`src/aksd_pkg.sv`:
```
// ----------------------------------------------------------------------------
// aksd_pkg
// Types, constants and the sequence transition function shared by the
// escape sequence key decoder modules.
// ----------------------------------------------------------------------------
package aksd_pkg;

	localparam int unsigned AKSD_QUEUE_DEPTH = 2;

	localparam logic [7:0] ESC_BYTE        = 8'h1B;
	localparam logic [7:0] TIMEOUT_RESET   = 8'd10;
	localparam logic [7:0] WAIT_MAX        = 8'd255;
	localparam logic [2:0] REPLAY_MAX      = 3'd4;

	// Parser states. Codes from 11 to 30 are the digit states that expect '~'.
	typedef logic [4:0] pstate_t;
	localparam pstate_t ST_IDLE    = 5'd0;
	localparam pstate_t ST_ESC     = 5'd1;
	localparam pstate_t ST_SS3     = 5'd2;
	localparam pstate_t ST_CSI     = 5'd3;
	localparam pstate_t ST_ONE     = 5'd4;
	localparam pstate_t ST_TWO     = 5'd5;
	localparam pstate_t ST_THREE   = 5'd6;
	localparam pstate_t ST_FOUR    = 5'd7;
	localparam pstate_t ST_FIVE    = 5'd8;
	localparam pstate_t ST_SIX     = 5'd9;
	localparam pstate_t ST_BRACKET2 = 5'd10;
	localparam pstate_t ST_NUM_LO  = 5'd11;
	localparam pstate_t ST_NUM_HI  = 5'd30;

	// Key ids.
	localparam logic [4:0] KEY_UP     = 5'd20;
	localparam logic [4:0] KEY_DOWN   = 5'd21;
	localparam logic [4:0] KEY_RIGHT  = 5'd22;
	localparam logic [4:0] KEY_LEFT   = 5'd23;
	localparam logic [4:0] KEY_END    = 5'd24;
	localparam logic [4:0] KEY_HOME   = 5'd25;
	localparam logic [4:0] KEY_INSERT = 5'd26;
	localparam logic [4:0] KEY_PGUP   = 5'd27;
	localparam logic [4:0] KEY_PGDN   = 5'd28;
	localparam logic [4:0] CHAR_DEL   = 5'd8;

	// Next state after a second digit, and after the first digit.
	localparam pstate_t NEXT_AFTER_1 [9] = '{5'd11, 5'd12, 5'd13, 5'd14, 5'd15,
		5'd0, 5'd16, 5'd17, 5'd18};
	localparam pstate_t NEXT_AFTER_2 [10] = '{5'd19, 5'd20, 5'd0, 5'd21, 5'd22,
		5'd23, 5'd24, 5'd0, 5'd25, 5'd26};
	localparam pstate_t NEXT_AFTER_3 [4] = '{5'd27, 5'd28, 5'd29, 5'd30};
	localparam pstate_t NEXT_AFTER_BRACKET [6] = '{5'd4, 5'd5, 5'd6, 5'd7, 5'd8, 5'd9};

	typedef enum logic [1:0] {
		TR_BAD,
		TR_CONT,
		TR_KEY,
		TR_CHAR
	} tr_code_t;

	typedef struct packed {
		tr_code_t   code;
		pstate_t    ns;
		logic [4:0] res;
	} trans_t;

	// Command from the parser to the result stage: replayed bytes first,
	// then an optional tail result.
	typedef struct packed {
		logic [2:0]      rcnt;
		logic [3:0][7:0] rbytes;
		logic            tail;
		logic            tail_special;
		logic [7:0]      tail_char;
		logic [4:0]      tail_key;
	} cmd_t;

	// One parser step for a received byte in a sequence state.
	function automatic trans_t transition(pstate_t st, logic [7:0] b);
		trans_t     t;
		logic [7:0] d;
		pstate_t    nx;
		t  = '{code: TR_BAD, ns: ST_IDLE, res: 5'd0};
		nx = ST_IDLE;
		case (st)
			ST_ESC: begin
				if (b == "O") begin
					t.code = TR_CONT;
					t.ns   = ST_SS3;
				end else if (b == "[") begin
					t.code = TR_CONT;
					t.ns   = ST_CSI;
				end
			end
			ST_SS3: begin
				if (b inside {["P":"S"]}) begin
					d      = b - 8'("P");
					t.code = TR_KEY;
					t.res  = d[4:0];
				end
			end
			ST_CSI: begin
				case (b)
					"A": begin t.code = TR_KEY; t.res = KEY_UP; end
					"B": begin t.code = TR_KEY; t.res = KEY_DOWN; end
					"C": begin t.code = TR_KEY; t.res = KEY_RIGHT; end
					"D": begin t.code = TR_KEY; t.res = KEY_LEFT; end
					"F": begin t.code = TR_KEY; t.res = KEY_END; end
					"H": begin t.code = TR_KEY; t.res = KEY_HOME; end
					"[": begin t.code = TR_CONT; t.ns = ST_BRACKET2; end
					default: begin
						if (b inside {["1":"6"]}) begin
							d      = b - 8'("1");
							t.code = TR_CONT;
							t.ns   = NEXT_AFTER_BRACKET[d[2:0]];
						end
					end
				endcase
			end
			ST_ONE: begin
				if (b == "~") begin
					t.code = TR_KEY;
					t.res  = KEY_HOME;
				end else if (b inside {["1":"9"]}) begin
					d  = b - 8'("1");
					nx = NEXT_AFTER_1[d[3:0]];
				end
			end
			ST_TWO: begin
				if (b == "~") begin
					t.code = TR_KEY;
					t.res  = KEY_INSERT;
				end else if (b inside {["0":"9"]}) begin
					d  = b - 8'("0");
					nx = NEXT_AFTER_2[d[3:0]];
				end
			end
			ST_THREE: begin
				if (b == "~") begin
					t.code = TR_CHAR;
					t.res  = CHAR_DEL;
				end else if (b inside {["1":"4"]}) begin
					d  = b - 8'("1");
					nx = NEXT_AFTER_3[d[1:0]];
				end
			end
			ST_FOUR: begin
				if (b == "~") begin t.code = TR_KEY; t.res = KEY_END; end
			end
			ST_FIVE: begin
				if (b == "~") begin t.code = TR_KEY; t.res = KEY_PGUP; end
			end
			ST_SIX: begin
				if (b == "~") begin t.code = TR_KEY; t.res = KEY_PGDN; end
			end
			ST_BRACKET2: begin
				if (b inside {["A":"E"]}) begin
					d      = b - 8'("A");
					t.code = TR_KEY;
					t.res  = d[4:0];
				end
			end
			default: begin
				if (st >= ST_NUM_LO && st <= ST_NUM_HI && b == "~") begin
					t.code = TR_KEY;
					t.res  = st - ST_NUM_LO;
				end
			end
		endcase
		// Digit states move on only where the table has an entry.
		if (nx != ST_IDLE) begin
			t.code = TR_CONT;
			t.ns   = nx;
		end
		return t;
	endfunction

endpackage

```
`src/aksd_front.sv`:
```
// ----------------------------------------------------------------------------
// aksd_front
// Accepts input words, runs the escape sequence parser and the timeout
// counter, and issues one command per input that produces results.
// ----------------------------------------------------------------------------
module aksd_front import aksd_pkg::*; (
	input  logic       clk,
	input  logic       arst_n,
	input  logic       cfg_wr_en,
	input  logic [7:0] cfg_wr_data,
	input  logic       in_valid,
	input  logic       in_kind,
	input  logic [7:0] in_byte,
	output logic       in_ready,
	output logic       push,
	output cmd_t       push_cmd,
	input  logic       queue_full
);

	logic [7:0]      timeout_q;
	pstate_t         st_q, st_d;
	logic [7:0]      wait_q, wait_d;
	logic [2:0]      cnt_q, cnt_d;
	logic [3:0][7:0] rq_q, rq_d;
	logic [7:0]      wait_inc;
	logic            accept;
	trans_t          tr;

	assign in_ready = !queue_full;
	assign accept   = in_valid && in_ready;
	assign wait_inc = (wait_q == WAIT_MAX) ? wait_q : wait_q + 8'd1;
	assign tr       = transition(st_q, in_byte);

	// Timeout register.
	always_ff @(posedge clk or negedge arst_n) begin
		if (!arst_n) begin
			timeout_q <= TIMEOUT_RESET;
		end else if (cfg_wr_en) begin
			timeout_q <= cfg_wr_data;
		end
	end

	// Parser next state and command.
	always_comb begin
		st_d     = st_q;
		wait_d   = wait_q;
		cnt_d    = cnt_q;
		rq_d     = rq_q;
		push     = 1'b0;
		push_cmd = '{rcnt: cnt_q, rbytes: rq_q, tail: 1'b0, tail_special: 1'b0,
			tail_char: 8'd0, tail_key: 5'd0};
		if (accept) begin
			if (in_kind) begin
				// Tick: count only inside a sequence, flush on timeout.
				if (st_q != ST_IDLE) begin
					wait_d = wait_inc;
					if (wait_inc >= timeout_q) begin
						push  = 1'b1;
						st_d  = ST_IDLE;
						wait_d = 8'd0;
						cnt_d = 3'd0;
					end
				end
			end else if (st_q == ST_IDLE) begin
				if (in_byte == ESC_BYTE) begin
					st_d    = ST_ESC;
					wait_d  = 8'd0;
					rq_d[0] = ESC_BYTE;
					cnt_d   = 3'd1;
				end else begin
					push               = 1'b1;
					push_cmd.rcnt      = 3'd0;
					push_cmd.tail      = 1'b1;
					push_cmd.tail_char = in_byte;
				end
			end else begin
				wait_d = 8'd0;
				if (tr.code == TR_CONT && cnt_q < REPLAY_MAX) begin
					rq_d[cnt_q[1:0]] = in_byte;
					cnt_d = cnt_q + 3'd1;
					st_d  = tr.ns;
				end else begin
					push     = 1'b1;
					push_cmd.tail = 1'b1;
					case (tr.code)
						TR_KEY: begin
							push_cmd.rcnt         = 3'd0;
							push_cmd.tail_special = 1'b1;
							push_cmd.tail_key     = tr.res;
						end
						TR_CHAR: begin
							push_cmd.rcnt      = 3'd0;
							push_cmd.tail_char = {3'd0, tr.res};
						end
						default: begin
							// Bad byte: replay what was consumed, then the byte.
							push_cmd.tail_char = in_byte;
						end
					endcase
					st_d  = ST_IDLE;
					cnt_d = 3'd0;
				end
			end
		end
	end

	// Parser state registers.
	always_ff @(posedge clk or negedge arst_n) begin
		if (!arst_n) begin
			st_q   <= ST_IDLE;
			wait_q <= 8'd0;
			cnt_q  <= 3'd0;
		end else begin
			st_q   <= st_d;
			wait_q <= wait_d;
			cnt_q  <= cnt_d;
		end
	end

	// Consumed bytes hold no reset value.
	always_ff @(posedge clk) begin
		rq_q <= rq_d;
	end

endmodule

```
`src/aksd_queue.sv`:
```
// ----------------------------------------------------------------------------
// aksd_queue
// Short first-in first-out queue of commands between parser and output.
// ----------------------------------------------------------------------------
module aksd_queue import aksd_pkg::*; #(
	parameter int unsigned DEPTH = AKSD_QUEUE_DEPTH
) (
	input  logic clk,
	input  logic arst_n,
	input  logic push,
	input  cmd_t push_cmd,
	output logic full,
	input  logic pop,
	output cmd_t head,
	output logic empty
);

	localparam int unsigned PW = (DEPTH > 1) ? $clog2(DEPTH) : 1;
	localparam int unsigned CW = $clog2(DEPTH + 1);

	cmd_t          mem_q [DEPTH];
	logic [PW-1:0] wptr_q, rptr_q;
	logic [CW-1:0] count_q;

	assign full  = (count_q == CW'(DEPTH));
	assign empty = (count_q == '0);
	assign head  = mem_q[rptr_q];

	// Storage.
	always_ff @(posedge clk) begin
		if (push) begin
			mem_q[wptr_q] <= push_cmd;
		end
	end

	// Pointers and fill count.
	always_ff @(posedge clk or negedge arst_n) begin
		if (!arst_n) begin
			wptr_q  <= '0;
			rptr_q  <= '0;
			count_q <= '0;
		end else begin
			if (push) begin
				wptr_q <= (wptr_q == PW'(DEPTH - 1)) ? '0 : wptr_q + PW'(1);
			end
			if (pop) begin
				rptr_q <= (rptr_q == PW'(DEPTH - 1)) ? '0 : rptr_q + PW'(1);
			end
			if (push && !pop) begin
				count_q <= count_q + CW'(1);
			end else if (pop && !push) begin
				count_q <= count_q - CW'(1);
			end
		end
	end

endmodule

```
`src/aksd_back.sv`:
```
// ----------------------------------------------------------------------------
// aksd_back
// Expands each command into result words, one per cycle while the output is
// not stalled, through an output register.
// ----------------------------------------------------------------------------
module aksd_back import aksd_pkg::*; (
	input  logic       clk,
	input  logic       arst_n,
	input  cmd_t       head,
	input  logic       empty,
	output logic       pop,
	output logic       out_valid,
	input  logic       out_ready,
	output logic       out_special,
	output logic [7:0] out_char,
	output logic [4:0] out_key,
	output logic       out_last
);

	logic [2:0] idx_q;
	logic [2:0] total;
	logic       load;
	logic       is_last;
	logic       in_replay;
	logic       valid_q;
	logic       special_q, last_q;
	logic [7:0] char_q;
	logic [4:0] key_q;

	assign total     = head.rcnt + {2'd0, head.tail};
	assign load      = !empty && (!valid_q || out_ready);
	assign is_last   = (idx_q + 3'd1 == total);
	assign in_replay = (idx_q < head.rcnt);
	assign pop       = load && is_last;

	// Result index within the current command.
	always_ff @(posedge clk or negedge arst_n) begin
		if (!arst_n) begin
			idx_q <= 3'd0;
		end else if (load) begin
			idx_q <= is_last ? 3'd0 : idx_q + 3'd1;
		end
	end

	// Output valid.
	always_ff @(posedge clk or negedge arst_n) begin
		if (!arst_n) begin
			valid_q <= 1'b0;
		end else if (load) begin
			valid_q <= 1'b1;
		end else if (out_ready) begin
			valid_q <= 1'b0;
		end
	end

	// Output payload.
	always_ff @(posedge clk) begin
		if (load) begin
			last_q <= is_last;
			if (in_replay) begin
				special_q <= 1'b0;
				char_q    <= head.rbytes[idx_q[1:0]];
				key_q     <= 5'd0;
			end else begin
				special_q <= head.tail_special;
				char_q    <= head.tail_special ? 8'd0 : head.tail_char;
				key_q     <= head.tail_special ? head.tail_key : 5'd0;
			end
		end
	end

	assign out_valid   = valid_q;
	assign out_special = special_q;
	assign out_char    = char_q;
	assign out_key     = key_q;
	assign out_last    = last_q;

endmodule

```
`src/ansi_key_sequence_decoder.sv`:
```
// ----------------------------------------------------------------------------
// ansi_key_sequence_decoder
// Decodes terminal escape sequences into special key ids, replaying the
// consumed bytes as plain characters on a bad byte or an inter-byte timeout.
// ----------------------------------------------------------------------------
// Path: an accepted input word goes into the command queue, and its first
// result word then into the output register. Throughput: one input word per
// cycle while the command queue has room; the output expander sends one
// result word per cycle while not stalled, zero to five results per input.
// Reset: asynchronous, active low; parser idle, queue empty, timeout 10.
// ----------------------------------------------------------------------------
module ansi_key_sequence_decoder import aksd_pkg::*; #(
	parameter int unsigned QUEUE_DEPTH = AKSD_QUEUE_DEPTH
) (
	input  logic        clk,
	input  logic        arst_n,
	input  logic        cfg_wr_en,
	input  logic [7:0]  cfg_wr_data,
	input  logic        s_tvalid,
	output logic        s_tready,
	input  logic [7:0]  s_tdata,   // [7:0] rx_byte
	input  logic        s_tuser,   // [0] kind
	output logic        m_tvalid,
	input  logic        m_tready,
	output logic [15:0] m_tdata,   // [7:0] char_code, [12:8] key_id, [15:13] zero
	output logic        m_tuser,   // [0] is_special
	output logic        m_tlast
);

	logic       push, pop, full, empty;
	cmd_t       push_cmd, head;
	logic [7:0] out_char;
	logic [4:0] out_key;

	aksd_front u_front (
		.clk        (clk),
		.arst_n     (arst_n),
		.cfg_wr_en  (cfg_wr_en),
		.cfg_wr_data(cfg_wr_data),
		.in_valid   (s_tvalid),
		.in_kind    (s_tuser),
		.in_byte    (s_tdata),
		.in_ready   (s_tready),
		.push       (push),
		.push_cmd   (push_cmd),
		.queue_full (full)
	);

	aksd_queue #(
		.DEPTH(QUEUE_DEPTH)
	) u_queue (
		.clk     (clk),
		.arst_n  (arst_n),
		.push    (push),
		.push_cmd(push_cmd),
		.full    (full),
		.pop     (pop),
		.head    (head),
		.empty   (empty)
	);

	aksd_back u_back (
		.clk        (clk),
		.arst_n     (arst_n),
		.head       (head),
		.empty      (empty),
		.pop        (pop),
		.out_valid  (m_tvalid),
		.out_ready  (m_tready),
		.out_special(m_tuser),
		.out_char   (out_char),
		.out_key    (out_key),
		.out_last   (m_tlast)
	);

	// Pack the result word.
	assign m_tdata = {3'd0, out_key, out_char};

endmodule

```
`config.mk`:
```
export PLATFORM = sky130hd
export DESIGN_NAME = ansi_key_sequence_decoder
export DESIGN_NICKNAME = d
export VERILOG_FILES = /design/src/aksd_pkg.sv /design/src/aksd_front.sv /design/src/aksd_queue.sv /design/src/aksd_back.sv /design/src/ansi_key_sequence_decoder.sv
export SDC_FILE = /design/constraint.sdc
export NUM_CORES = 1
export LEC_CHECK = 0
export BUFFER_PORTS_ARGS = -buffer_cell sky130_fd_sc_hd__buf_2
export CAP_MARGIN = 30
export CORE_MARGIN = 1.5
export CORE_UTILIZATION = 53
export CTS_CLUSTER_SIZE = 30
export DETAILED_ROUTE_END_ITERATION = 16
export GPL_ROUTABILITY_DRIVEN = 0
export HOLD_SLACK_MARGIN = 0.03
export PLACE_DENSITY = 0.79
export SYNTH_ARGS = -nofsm -noshare
export SYNTH_HDL_FRONTEND = slang
export SYNTH_SLANG_ARGS = --single-unit
```
`constraint.sdc`:
```
create_clock -name clk -period 5.62 [get_ports clk]
set_input_delay 1.124 -clock clk [delete_from_list [all_inputs] [get_ports clk]]
set_output_delay 1.124 -clock clk [all_outputs]
set_load 0.01 [all_outputs]
```
**Word-level counts from Yosys, hierarchy flattened**

Memories as Yosys holds them, arrays and structs flattened.
Index checks and enable logic that the tools add are counted.

- Memories: 4
- Register bits after elaboration: 79
- ROM bits: 200
- Logic and storage cells: 229
- Output and inout bits: 20
- Input bits: 22
- Bits in writable memories: 100

Memories:

| name | depth | width | read ports | clocked after memory_dff | write ports | RTL line | RTL |
|---|---|---|---|---|---|---|---|
| u_queue.mem_q | 2 | 50 | 1 | 0 | 1 | aksd_queue.sv:21 | `cmd_t mem_q [DEPTH];` |
| (name not given) | 16 | 5 | 1 | 0 | 0 | aksd_pkg.sv:123 | `nx = NEXT_AFTER_1[d[3:0]];` |
| (name not given) | 16 | 5 | 1 | 0 | 0 | aksd_pkg.sv:132 | `nx = NEXT_AFTER_2[d[3:0]];` |
| (name not given) | 8 | 5 | 1 | 0 | 0 | aksd_pkg.sv:112 | `t.ns = NEXT_AFTER_BRACKET[d[2:0]];` |

- Reductions and logical operators: 36
- Multiplexer cells: 101
- Order comparisons: 21
- Bitwise logic cells: 7
- Add/sub/neg operators: 13
- Equality and inequality tests: 30

Operators by type and width:

| operator | count |
|---|---|
| two-way mux 5 bit | 30 |
| two-way mux 8 bit | 15 |
| == test 8 x 7 -> 1 bit (second input constant) | 9 |
| one-hot mux 5 bit (10 select lines) | 1 |
| two-way mux 15 bit | 3 |
| two-way mux 3 bit | 13 |
| bitwise mux 32 bit | 1 |
| one-hot mux 5 bit (6 select lines) | 1 |
| <= comparator 8 x 6 -> 1 bit (second input constant) | 3 |
| == test 5 x 3 -> 1 bit (second input constant) | 4 |
| one-hot mux 5 bit (2 select lines) | 2 |
| two-way mux 6 bit | 3 |
| binary-select mux 8 bit (select 2 bit) | 1 |
| demux 8 bit (select 2 bit) | 1 |
| >= comparator 8 x 6 -> 1 bit (second input constant) | 2 |
| >= comparator 8 x 7 -> 1 bit (second input constant) | 2 |
| <= comparator 8 x 7 -> 1 bit (second input constant) | 2 |
| two-way mux 1 bit | 16 |
| one-hot mux 8 bit (2 select lines) | 1 |
| == test 5 x 4 -> 1 bit (second input constant) | 3 |
| logical AND 1 bit | 15 |
| one-hot mux 5 bit (3 select lines) | 1 |
| two-way mux 2 bit | 7 |
| one-hot mux 2 bit (6 select lines) | 1 |
| 49 further kinds | 71 |

**Longest topological paths before layout**

Gate-level depths: netlist of run 1.

- Depth in word-level cells: 20
- Mapped depth: 17
- Mapped depth without buffers: 16

**Hierarchy**

Synthesis of run 1 repeated with hierarchy kept, for this count alone.

- Cell total of the unflattened synthesis: 691
- Area, all modules: 9193.8 sq um

By module, submodules not included:

| module | area each (sq um) | seq. area each (sq um) | times used | cells each |
|---|---|---|---|---|
| aksd_queue | 4047.6 | 3103.0 | 1 | 172 |
| aksd_front | 3938.8 | 1564.0 | 1 | 428 |
| aksd_back | 1181.1 | 550.5 | 1 | 87 |
| ansi_key_sequence_decoder | 26.3 | 0.0 | 1 | 4 |

**Worst setup path before layout of run 1**

Ideal clock, no wire load.

- Kind: input -> register
- Start: in s_tdata[0]
- End: mem u_queue.mem_q[0][0] (netlist name), enable pin
- Arrival: 5.652 ns
- Setup slack: -0.496 ns
- Stages on the path: 11
- Library setup time: 0.464 ns
- Path buffers: 1
- Path through: clkbuf_1 inv_1 ha_1 xnor2_1 mux2i_1 a211oi_1 nor3_1 nand4bb_1 o21ai_1 o311a_1 nor2b_1

- Cells in the longest elaborated chain, start to end: 18

Ends and longest elaborated chain:

| what | RTL line | RTL |
|---|---|---|
| start, declared | ansi_key_sequence_decoder.sv:21 | `input logic [7:0] s_tdata,` |
| subtractor 4 x 1 -> 4 bit (on tied branches) | - |  |
| inverter 4 -> 5 bit (implied by the code), or another cell as far along | aksd_pkg.sv:132 |  |
| memory (16 x 5 bit), or another cell as far along | - |  |
| two-way mux 5 bit (on tied branches) (2 in a row) | aksd_pkg.sv:132, aksd_pkg.sv:123, aksd_pkg.sv:141 |  |
| two-way mux 5 bit (on tied branches) | aksd_pkg.sv:130, aksd_pkg.sv:121, aksd_pkg.sv:139 |  |
| two-way mux 5 bit (on tied branches) | aksd_pkg.sv:127, aksd_pkg.sv:118, aksd_pkg.sv:136 |  |
| one-hot mux 5 bit (3 select lines) | aksd_pkg.sv:82 | `case (st)` |
| nonzero test 5 bit | aksd_pkg.sv:168 | `if (nx != ST_IDLE) begin` |
| [2 not listed] | - |  |
| logical AND 1 bit | aksd_front.sv:78 | `if (tr.code == TR_CONT && cnt_q < REPLAY_MAX) begin` |
| two-way mux 1 bit | aksd_front.sv:78 |  |
| two-way mux 1 bit (*) | aksd_front.sv:64 | `end else if (st_q == ST_IDLE) begin` |
| two-way mux 1 bit (*) | aksd_front.sv:53 | `if (in_kind) begin` |
| two-way mux 1 bit (*) | aksd_front.sv:52 | `if (accept) begin` |
| named net push | ansi_key_sequence_decoder.sv:30 | `logic push, pop, full, empty;` |
| two-way mux 1 bit (*) | aksd_queue.sv:31 | `if (push) begin` |
| two-way mux 1 bit (implied by the code) (*) | aksd_queue.sv:32 | `mem_q[wptr_q] <= push_cmd;` |
| end, declared | aksd_queue.sv:21 |  |

Mark *: on every way through the listed nets, which the timed path passes. The rest lies on a longest branch. The select of a mux whose other input is x is not followed.

**Worst setup path in the final report of run 1**

- Start: in s_tdata[0]
- End: mem u_queue.mem_q[0][3] (netlist name), enable pin

Same word-level chain as after synthesis.

==> results of run 1 <==
-- metrics by stage --
stage | hold WS (ps) | utilization [%] | std cells | area [sq um]
4_1_cts | 444 | 60.6 | 939 | 9690
3_3_place_gp | 424 | 57.1 | 907 | 9130
6_report | 441 | 60.6 | 939 | 9690
3_5_place_dp | 429 | 57.1 | 907 | 9130
2_1_floorplan | 421 | - | 683 | 8780
5_1_grt | 452 | 60.6 | 939 | 9690
-- worst reg2reg max path: stages, from the launching register on --
cell and delay (ps):
dfrtp_1 450, ha_1 260, and3_1 250, nand3_1 270, mux2_2 390, ha_1 270, a21oi_1 50, nor2b_1 100
o21ai_0 90, a21o_1 190, a21oi_1 370, o311a_1 340, nor2b_4 550, buf_12 300
-- cells in the final DEF, fill, tap and decap left out, types with 3 or more instances in the layout --
cell type / netlist / layout
a21o_1: 5 / 5
a21oi_1: 44 / 44
a22oi_1: 4 / 4
a31oi_1: 4 / 4
a32oi_1: 3 / 3
and2_1: 4 / 3
and3_1: 5 / 5
buf_2: 10 / 38
clkbuf_16: 0 / 17
clkinv_2: 0 / 3
clkinv_4: 0 / 4
conb_1: 1 / 3
dfrtp_1: 30 / 29
edfxtp_1: 147 / 147
ha_1: 32 / 32
inv_1: 24 / 24
inv_6: 0 / 3
mux2_2: 13 / 13
mux2i_1: 28 / 28
mux4_2: 16 / 16
nand2_1: 55 / 55
nand2b_1: 15 / 15
nand3_1: 12 / 12
nor2_1: 39 / 39
nor2b_1: 14 / 13
nor3_1: 15 / 15
nor4_1: 7 / 7
nor4b_1: 4 / 4
o21a_1: 4 / 4
o21ai_0: 38 / 38
o2bb2ai_1: 6 / 6
or2_2: 3 / 3
or3_1: 6 / 6
or4_1: 3 / 3
xnor2_1: 14 / 14
xor2_1: 5 / 5
-- registers in the layout, indices dropped and copies added (netlist names) --
signal / count
u_back.out_key: 5
u_front.wait_q: 8
u_back.out_valid: 1
u_queue.mem_q: 100
u_queue.wptr_q: 1
u_front.timeout_q: 8
u_back.out_last: 1
u_back.out_special: 1
u_queue.count_q: 2
u_back.out_char: 8
u_front.st_q: 5
u_front.push_cmd: 32
u_back.idx_q: 3
u_front.cnt_q: 3
u_queue.rptr_q: 1
-- power by group --
part	internal [mW]	total (mW)	switching, mW	leakage [nW]
combinational	0.403	0.870	0.467	1.55
clock	0.613	1.11	0.496	0.275
sequential	1.61	1.75	0.140	1.76
-- synthesized netlist by cell type, types with 3 or more instances --
master	count
a31oi_1	4
nand2b_1	15
buf_1	4
and2_1	4
a32oi_1	3
and3_1	5
nand2_1	55
o21a_1	4
nand3_1	12
buf_2	10
xor2_1	5
dfrtp_1	30
clkbuf_1	13
mux4_2	16
nor2b_1	14
o21ai_0	38
mux2_2	13
nor4b_1	4
or3_1	6
or2_2	3
o2bb2ai_1	6
edfxtp_1	147
xnor2_1	14
nor4_1	7
nor3_1	15
a22oi_1	4
inv_1	24
nor2_1	39
mux2i_1	28
ha_1	32
a21o_1	5
buf_4	5
or4_1	3
a21oi_1	44
-- logic make-up after synthesis --
group / count (synthesis) / synth area share, %
adders and majority gates: 32 / 4.57
xor gates and xnor gates: 19 / 1.90
DFF: 179 / 59.5
buffers and inverters: 58 / 2.94
other: 1 / 0.0428
muxes: 57 / 8.98
and+or+nand+nor: 199 / 12.2
AOI/OAI and AO/OA: 136 / 9.85
-- per-layer routing --
layer | vias up | track usage [%] | wire length (microns)
li1 | 2621 | - | -
met1 | 2748 | 30.1 | 7790
met2 | 309 | 35.8 | 8760
met5 | - | 0 | 0
met4 | 0 | 7.59 | 539
met3 | 56 | 4.59 | 1390
-- worst paths after layout --
path | startpoint | to | slack [ps] | cells past startpoint
min reg2reg | u_front.push_cmd[27] | u_queue.mem_q[0][27] | 440 | 0
max | s_tdata[0] | u_queue.mem_q[0][3] | 950 | 12
max in group asynchronous | arst_n | u_queue.rptr_q | 4330 | 1
min in group asynchronous | arst_n | u_back.idx_q[1] | 770 | 1
max reg2reg | u_front.wait_q[0] | u_queue.mem_q[0][3] | 1430 | 13
min | u_front.push_cmd[27] | u_queue.mem_q[0][27] | 440 | 0
-- cell type report --
cell class / instances / area [sq um]
clock inverters: 15 / 133
clock buffers: 17 / 425
inverters: 24 / 90.1
multi-input cells: 446 / 3310
repair buffers: 42 / 245
fillers: 1246 / 6310
well taps: 216 / 270
flip-flops and latches: 179 / 5220
==> flow_summary_export.csv, run 1 <==
group,metric,value,unit
run_status,status,"completed",
sta,period_share,83.1,%
sta,finalHoldViolCount,0,
critical_path,critPathSlowestCell,"xnor2_1",
floorplanning,die_width,132,microns
global_routing,antenna_found_initial,0,
sta,layout_min_cycle_time,4670,ps
flow_run,max-cap-violations,0,
critical_path,path_class,"primary input to flop",
critical_path,cp_num_buf_inv,3,
sta,fin_ws,952,ps
placed_design,place_hpwl,12800,microns
routing,ant_nets,0,
synthesis,synth_cells,681,
placed_design,port_buffers,38,
routing,via_per_inst,6.11,
global_routing,grt_pass1_wl,29700,microns
synthesis,ys_types,74,
cells_and_area,diodes,0,
floorplanning,core,16000,sq um
critical_path,critPathLaunchType,"primary input",
cells_and_area,final_nets,764,
synthesis,yosysWarnings,0,
clock_tree,htree_levels,4,
global_routing,gr-total-overflow,0,
sta,setup_viol,0,
routing,wl,18500,microns
sta,max_slew_margin,36.9,%
sta,rsz0062_at_grt,"no",
global_routing,grt_start_max_net_pins,51,
power,p_leak,3.58,nW
critical_path,cp_cell_sequence,"buf_2 -> inv_1 -> ha_1 -> xnor2_1 -> mux2i_1 -> a211oi_1 -> nor3_1 -> nand4bb_1 -> o21ai_1 -> o311a_1 -> nor2b_4 -> buf_12",
synthesis,ys_ff_latch,179,
sta,drv_slew,0,
floorplanning,die-height,132,microns
synthesis,syn_avg_cell_area,12.9,sq um
clock_tree,cts-resized-gates,0,
synthesis,ys.flop_type,"edfxtp_1",
floorplanning,pin_count,42,
clock_tree,clkTransAtPathRegs,70,ps
cells_and_area,syn_to_final_growth,10.5,%
clock_tree,cts-root-buf,"clkbuf_16",
critical_path,end_kind,"flop",
clock_tree,cts_buffer_depth,2,
critical_path,worstPathRequired,5740,ps
power,vdd.ir_drop.worst,0.000241,V
routing,vias,5734,
clock_tree,cts_tree,"yes",
critical_path,cp_data_arrival_time,4780,ps
floorplanning,rows,46,
synthesis,yosysTopAreaCell,"edfxtp_1",
critical_path,crit_family,"simple AND/OR/NAND/NOR gates",
clock_tree,cts_buffers,17,
clock_tree,clock_latency,430,ps
power,power,3.73,mW
cells_and_area,drive_gt1_share,16.7,%
routing,dr.pass1.iters,6,
floorplanning,start_util,54.8,%
synthesis,synth_top_area_share,50.3,%
power,p_per_area,385,nW/um^2
min_path,hold_path.class,"flop to flop",
placed_design,preCtsSetupSlack,607,ps
sta,timing.fmax,0.214,GHz
synthesis,synthArstFlopShare,17.9,%
floorplanning,dieArea,17300,sq um
routing,drt_iter0_markers,782,
sta,fin_skew,10.5,ps
synthesis,synth_seq_area_share,59.5,%
global_routing,grt_pass1_vias,5506,
routing,route.detailed.drc,0,
critical_path,cp_max_fo,33,
synthesis,synth.area.top_cells,"edfxtp_1 50%, dfrtp_1 8.6%, ha_1 4.6%",
clock_tree,cts_sinks,179,
critical_path,slowest_delay,550,ps
global_routing,grt_use_total,22.2,%
clock_tree,cts_hold_buffers,0,
synthesis,synth_edf_count,147,
routing,wl_per_cell,19.7,microns
clock_tree,post_cts_buffers,0,
sta,setup_tns,0,ps
synthesis,syn_area,8770,sq um
sta,tightestPinTransition,946,ps
No activity file was read; power rests on OpenSTA's default activity.
==> run 2, diff against run 1 <==
--- a/config.mk
+++ b/config.mk
@@ -5,6 +5,7 @@
 export SDC_FILE = /design/constraint.sdc
 export NUM_CORES = 1
 export LEC_CHECK = 0
+export ABC_AREA = 1
 export BUFFER_PORTS_ARGS = -buffer_cell sky130_fd_sc_hd__buf_2
 export CAP_MARGIN = 30
 export CORE_MARGIN = 1.5
==> constraint.sdc (replaced) <==
create_clock -name clk -period 3.82 [get_ports clk]
set_input_delay 0.764 -clock clk [delete_from_list [all_inputs] [get_ports clk]]
set_output_delay 0.764 -clock clk [all_outputs]
set_load 0.01 [all_outputs]
==> run 2 against run 1 <==
- final cell count up 28%
- critical path type is now flop to flop
- critical endpoint is now u_queue.mem_q[0][16]
- highest routed layer unchanged
- die area up 3.5%
- power up 77%
- final area up 4.9%
==> flow_summary_export.csv, run 2 <==
group,metric,value,unit
floorplanning,core,16600,sq um
critical_path,reg2reg_depth,17,
critical_path,r2r_start,"u_front.wait_q[0]",
floorplanning,dieArea,17900,sq um
placed_design,place_inst,1169,
clock_tree,cts_buffers,17,
synthesis,synthArstFlopShare,17.9,%
sta,finalHoldViolCount,0,
synthesis,synth.area.top_cells,"edfxtp_1 49%, dfrtp_1 8.3%, nand2_1 6.7%",
routing,dr.pass1.iters,6,
critical_path,cp_cell_sequence,"ha_1 -> nand2_1 -> nor2_1 -> nand4_1 -> nor2_4 -> nor3_1 -> nand2_1 -> xor2_1 -> ha_1 -> a21oi_1 -> o21a_1 -> nand4_1 -> nand2_1 -> inv_1 -> nand3_1 -> clkinvlp_4 -> buf_12",
floorplanning,start_util,54.6,%
min_path,hold_path.class,"primary input to asynchronous set/reset pin",
critical_path,critPathLaunch,"u_front.wait_q[0]",
synthesis,yosysWarnings,0,
placed_design,preCtsSetupSlack,213,ps
sta,setup_tns,0,ps
floorplanning,pin_count,42,
clock_tree,cts_sinks,179,
sta,period_share,91.0,%
cells_and_area,stdcell_count,1200,
critical_path,r2r_end,"u_queue.mem_q[0][16]",
synthesis,synthMostInstantiatedCell,"nand2_1",
flow_run,max-cap-violations,0,
sta,setup_viol,0,
critical_path,critPathSlowestCell,"dfrtp_1",
critical_path,critPathCapture,"u_queue.mem_q[0][16]",
critical_path,slowest_delay,380,ps
floorplanning,die-height,134,microns
clock_tree,cts_buffer_depth,2,
sta,rsz0062_at_grt,"no",
critical_path,critPathLaunchType,"flop",
sta,layout_min_cycle_time,3480,ps
routing,drt_iter0_markers,657,
power,vdd.ir_drop.worst,0.000375,V
clock_tree,htree_levels,4,
clock_tree,clock_latency,430,ps
global_routing,grt_pass1_wl,31300,microns
global_routing,gr-total-overflow,0,
critical_path,path_class,"flop to flop",
synthesis,ys.flop_type,"edfxtp_1",
sta,fin_skew,13.8,ps
clock_tree,post_cts_buffers,0,
global_routing,grt_pass1_vias,6319,
placed_design,port_buffers,38,
critical_path,rrSetupSlack,340,ps
global_routing,grt_use_total,22.5,%
floorplanning,die_width,134,microns
critical_path,cp_max_fo,32,
cells_and_area,syn_to_final_growth,11.9,%
cells_and_area,diodes,0,
synthesis,synth_cells,913,
synthesis,synth_common_cells,"163 x nand2_1, 147 x edfxtp_1, 116 x nor2_1",
critical_path,end_kind,"flop",
cells_and_area,largest_register_ffs,100,
cells_and_area,drive_gt1_share,18.0,%
cells_and_area,final_cell_mix,"163 x nand2_1, 147 x edfxtp_1, 114 x nor2_1",
sta,fin_ws,344,ps
critical_path,worstPathRequired,3990,ps
clock_tree,cts-root-buf,"clkbuf_16",
routing,vias,6613,
critical_path,cpMostUsedCell,"nand2_1",
synthesis,ys_ff_latch,179,
routing,via_per_inst,5.51,
power,p_leak,4.12,nW
cells_and_area,finish.utilization,61.1,%
cells_and_area,final_nets,1022,
cells_and_area,largest_register,"u_queue.mem_q",
sta,drv_slew,0,
routing,ant_nets,0,
routing,wl_per_cell,16.3,microns
synthesis,ys_types,52,
clock_tree,cts_tree,"yes",
power,p_per_area,648,nW/um^2
synthesis,syn_avg_cell_area,9.95,sq um
clock_tree,clkTransAtPathRegs,70,ps
routing,route.detailed.drc,0,
sta,tightestPinTransition,775,ps
sta,timing.fmax,0.288,GHz
placed_design,place_hpwl,14100,microns
global_routing,grt_start_max_net_pins,47,
sta,max_slew_margin,48.3,%
floorplanning,rows,47,
synthesis,synth_seq_area_share,57.4,%
run_status,status,"completed",
routing,wl,19500,microns
synthesis,syn_area,9080,sq um
critical_path,cp_data_arrival_time,3640,ps
global_routing,antenna_found_initial,0,
cells_and_area,final_common_cell,"nand2_1",
synthesis,yosysTopAreaCell,"edfxtp_1",
synthesis,synth_edf_count,147,
synthesis,synth_top_area_share,48.6,%
-- run 2: per-layer routing --
metal  track usage [%]  routed length, microns  vias up
li1                  -                       -     3225
met1              28.1                    8190     3101
met2              39.3                    9760      246
met3              3.21                    1050       41
met4              9.90                     509        0
met5                 0                       0        -
-- run 2: cells by family after synthesis --
logic type               share of synthesized area [%]
AND/OR/NAND/NOR                                   20.7
flip-flops                                        57.4
AO/OA/AOI/OAI                                     10.4
buffers and inverters                             5.52
adder cells (fa/ha/maj)                           4.41
XOR/XNOR                                          1.25
multiplexers                                     0.234
other                                           0.0413
-- run 2: cell type report --
class                           instances  area (sq um)
Clock buffer                           19           433
Clock inverter                         12          83.8
Fill cell                            1286          6470
Inverter                              104           399
Multi-Input combinational cell        608          3390
Sequential cell                       179          5220
Tap cell                              220           275
Timing Repair Buffer                   58           365
-- run 2: where the power goes --
part	total (mW)	leakage (nW)	switching, mW	internal [mW]
clock	1.53	0.248	0.704	0.830
combinational	2.34	2.12	1.54	0.802
sequential	2.71	1.75	0.147	2.56
total	6.59	4.12	2.39	4.20
-- run 2: how the worst min path moves through the flow --
stage / slack (ps) / to / start / depth (start not counted)
2_1_floorplan: 420 / u_queue.mem_q[0][23] / u_front.push_cmd[23] / 0
3_3_place_gp: 420 / u_queue.mem_q[1][29] / u_front.push_cmd[29] / 0
3_5_place_dp: 430 / u_queue.mem_q[0][33] / u_front.push_cmd[33] / 0
4_1_cts: 410 / u_front.timeout_q[6] / arst_n / 1
5_1_grt: 440 / u_queue.mem_q[1][40] / u_front.push_cmd[40] / 0
6_report: 410 / u_front.timeout_q[6] / arst_n / 1
-- run 2: critical path, delay by kind of cell, from the launching register on --
kind / cells / cell delay [ps]
compound gates: 2 / 280
flops: 1 / 380
xor+xnor: 1 / 230
simple gates: 9 / 1270
fa+ha+maj: 2 / 470
buf+inv: 3 / 560
-- run 2: repair_timing --
item                       CTS  global route
gates resized for setup      0             3
hold buffers                 0             0
setup endpoints to repair    0            45
-- run 2: per-stage QoR --
| stage | hold slack (ps) | total power [mW] | instance area (sq um) |
|---|---|---|---|
| 2_1_floorplan | 421 | 4.38 | 9100 |
| 5_1_grt | 444 | 7.00 | 10200 |
| 4_1_cts | 412 | 6.61 | 10200 |
| 3_3_place_gp | 423 | 4.99 | 9640 |
| 3_5_place_dp | 433 | 5.07 | 9640 |
| 6_report | 406 | 6.59 | 10200 |
==> run 3, diff against run 2 <==
--- a/config.mk
+++ b/config.mk
@@ -8,7 +8,6 @@
 export ABC_AREA = 1
 export BUFFER_PORTS_ARGS = -buffer_cell sky130_fd_sc_hd__buf_2
 export CAP_MARGIN = 30
-export CORE_MARGIN = 1.5
 export CORE_UTILIZATION = 53
 export CTS_CLUSTER_SIZE = 30
 export DETAILED_ROUTE_END_ITERATION = 16
==> run 3 against run 2 <==
- maximum frequency decreased by 0.12%
- via count increased by 2.2%
- clock skew about the same
- global-route usage increased by 0.85 points
- combinational power increased by 2%
- critical endpoint is now u_queue.mem_q[0][34]
==> flow_summary_export.csv, run 3 (synthesis results as in run 2) <==
group,metric,value,unit
run_status,status,"completed",
routing,ant_nets,0,
power,p_leak,4.15,nW
routing,via_per_inst,5.61,
cells_and_area,largest_register_ffs,100,
power,p_switching,2.44,mW
sta,period_share,91.1,%
clock_tree,cts_tree,"yes",
routing,wl,19900,microns
placed_design,place_hpwl,13800,microns
power,swShare,36.7,%
cells_and_area,final_nets,1027,
cells_and_area,finish.utilization,61.3,%
routing,dr_wl_met3,1260,microns
power,combPwrFrac,35.9,%
sta,setup_viol,0,
sta,setup_tns,0,ps
sta,rsz0062_at_grt,"no",
clock_tree,clkTransAtPathRegs,70,ps
clock_tree,cts_buffer_depth,2,
critical_path,critPathLaunchType,"flop",
cells_and_area,final_cell_mix,"163 x nand2_1, 147 x edfxtp_1, 114 x nor2_1",
cells_and_area,fin_area,10200,sq um
min_path,hold_path.class,"primary input to asynchronous set/reset pin",
routing,drt_iter0_markers,698,
sta,finalHoldViolCount,0,
critical_path,end_kind,"flop",
routing,dr.pass1.iters,5,
placed_design,place_area,9650,sq um
power,pwr-share-clk,23.2,%
critical_path,cp_data_arrival_time,3660,ps
flow_run,max-cap-violations,0,
routing,highest_layer,"met4",
sta,max_slew_margin,47.9,%
floorplanning,core,16600,sq um
critical_path,reg2reg_depth,17,
floorplanning,pin_count,42,
routing,wl_per_cell,16.5,microns
cells_and_area,diodes,0,
clock_tree,htree_levels,4,
global_routing,grt_pass1_vias,6501,
routing,met1Wirelength,8190,microns
floorplanning,start_util,54.6,%
routing,vias,6760,
global_routing,grt_pass1_wl,32000,microns
floorplanning,die_width,133,microns
clock_tree,cts_hold_buffers,0,
routing,met2WireLength,9990,microns
power,p_per_area,653,nW/um^2
sta,tightestPinTransition,782,ps
sta,fin_skew,14.2,ps
sta,whs,411,ps
cells_and_area,fillers,1283,
clock_tree,clock_latency,430,ps
global_routing,grt_use_total,23.4,%
clock_tree,cts_sinks,179,
critical_path,cp_max_fo,21,
floorplanning,rows,47,
sta,drv_slew,0,
sta,layout_min_cycle_time,3480,ps
cells_and_area,final_common_cell,"nand2_1",
critical_path,worstPathRequired,4000,ps
power,seqPwrFrac,41.0,%
clock_tree,cts_buffers,17,
floorplanning,dieArea,17700,sq um
global_routing,antenna_found_initial,0,
critical_path,rrSetupSlack,340,ps
floorplanning,die-height,133,microns
power,vdd.ir_drop.worst,0.000360,V
global_routing,gr-total-overflow,0,
power,internal_power,4.21,mW
clock_tree,cts-root-buf,"clkbuf_16",
placed_design,port_buffers,38,
cells_and_area,syn_to_final_growth,12.2,%
critical_path,r2r_end,"u_queue.mem_q[0][34]",
cells_and_area,largest_register,"u_queue.mem_q",
power,power,6.65,mW
critical_path,r2r_start,"u_front.wait_q[0]",
critical_path,path_class,"flop to flop",
sta,timing.fmax,0.287,GHz
routing,route.detailed.drc,0,
cells_and_area,drive_gt1_share,18.4,%
global_routing,grt_start_max_net_pins,51,
[run 3: changes by cell type in the layout (fill, tap and decap cells not counted), moves of 2 or more]
cell      previous run  this run
clkbuf_1             2         4
clkinv_4             1         3
clkinv_1             6         4
inv_8                2         0
buf_4               18        23
[run 3: worst max path at each step]
stage / slack [ps] / to / from
floorplan: 170 / u_queue.mem_q[0][0] / s_tdata[0]
global placement: 240 / u_queue.mem_q[0][39] / s_tdata[1]
detailed placement: 180 / u_queue.mem_q[0][31] / s_tdata[1]
CTS: 160 / u_queue.mem_q[0][16] / u_front.wait_q[0]
global route: 3 / u_queue.mem_q[0][16] / u_front.wait_q[0]
finish: 340 / u_queue.mem_q[0][34] / u_front.wait_q[0]
[run 3: what timing repair did]
item	4_1_cts	5_1_grt
setup endpoints to repair	0	43
gates resized for setup	0	1
buffers inserted	0	4
[run 3: stage by stage]
stage | cells | worst slack (ps)
final | 1206 | 340
after global routing | 1206 | 3.11
after CTS | 1202 | 160
after detailed placement | 1170 | 176
after global placement | 1170 | 239
after floorplan | 915 | 171
[run 3: final cells by class]
cell class | count | area, sq um | area share [%]
Tap cell | 220 | 275 | 2.70
Clock buffer | 21 | 440 | 4.32
Clock inverter | 11 | 77.6 | 0.761
Inverter | 104 | 399 | 3.91
Timing Repair Buffer | 63 | 403 | 3.95
Sequential cell | 179 | 5220 | 51.2
Multi-Input combinational cell | 608 | 3380 | 33.2
[run 3: per-layer routing]
metal | global-route usage, % | vias up
li1 | - | 3238
met1 | 28.7 | 3173
met2 | 39.9 | 299
met3 | 4.67 | 50
met4 | 10.5 | 0
met5 | 0 | -
[run 3: power groups by stage]
stage / combinational (mW) / sequential, mW / clock, mW
after detailed placement: 2.32 / 2.76 / 0
after global routing: 2.66 / 2.76 / 1.64
after floorplan: 1.62 / 2.76 / 0
after CTS: 2.36 / 2.72 / 1.56
final: 2.39 / 2.73 / 1.54
after global placement: 2.25 / 2.75 / 0
[run 3: worst max-delay path: stages, from the launching register on]
cell	delay [ps]
dfrtp_1	380
ha_1	180
nand2_1	80
nor2_1	180
nand4_1	150
nor2_2	240
inv_1	100
o21ai_0	280
ha_1	300
a21oi_1	150
o21ai_0	90
nand2_1	60
nand4_1	160
nand2_1	100
inv_1	70
nand3_1	150
clkinvlp_4	300
buf_12	260
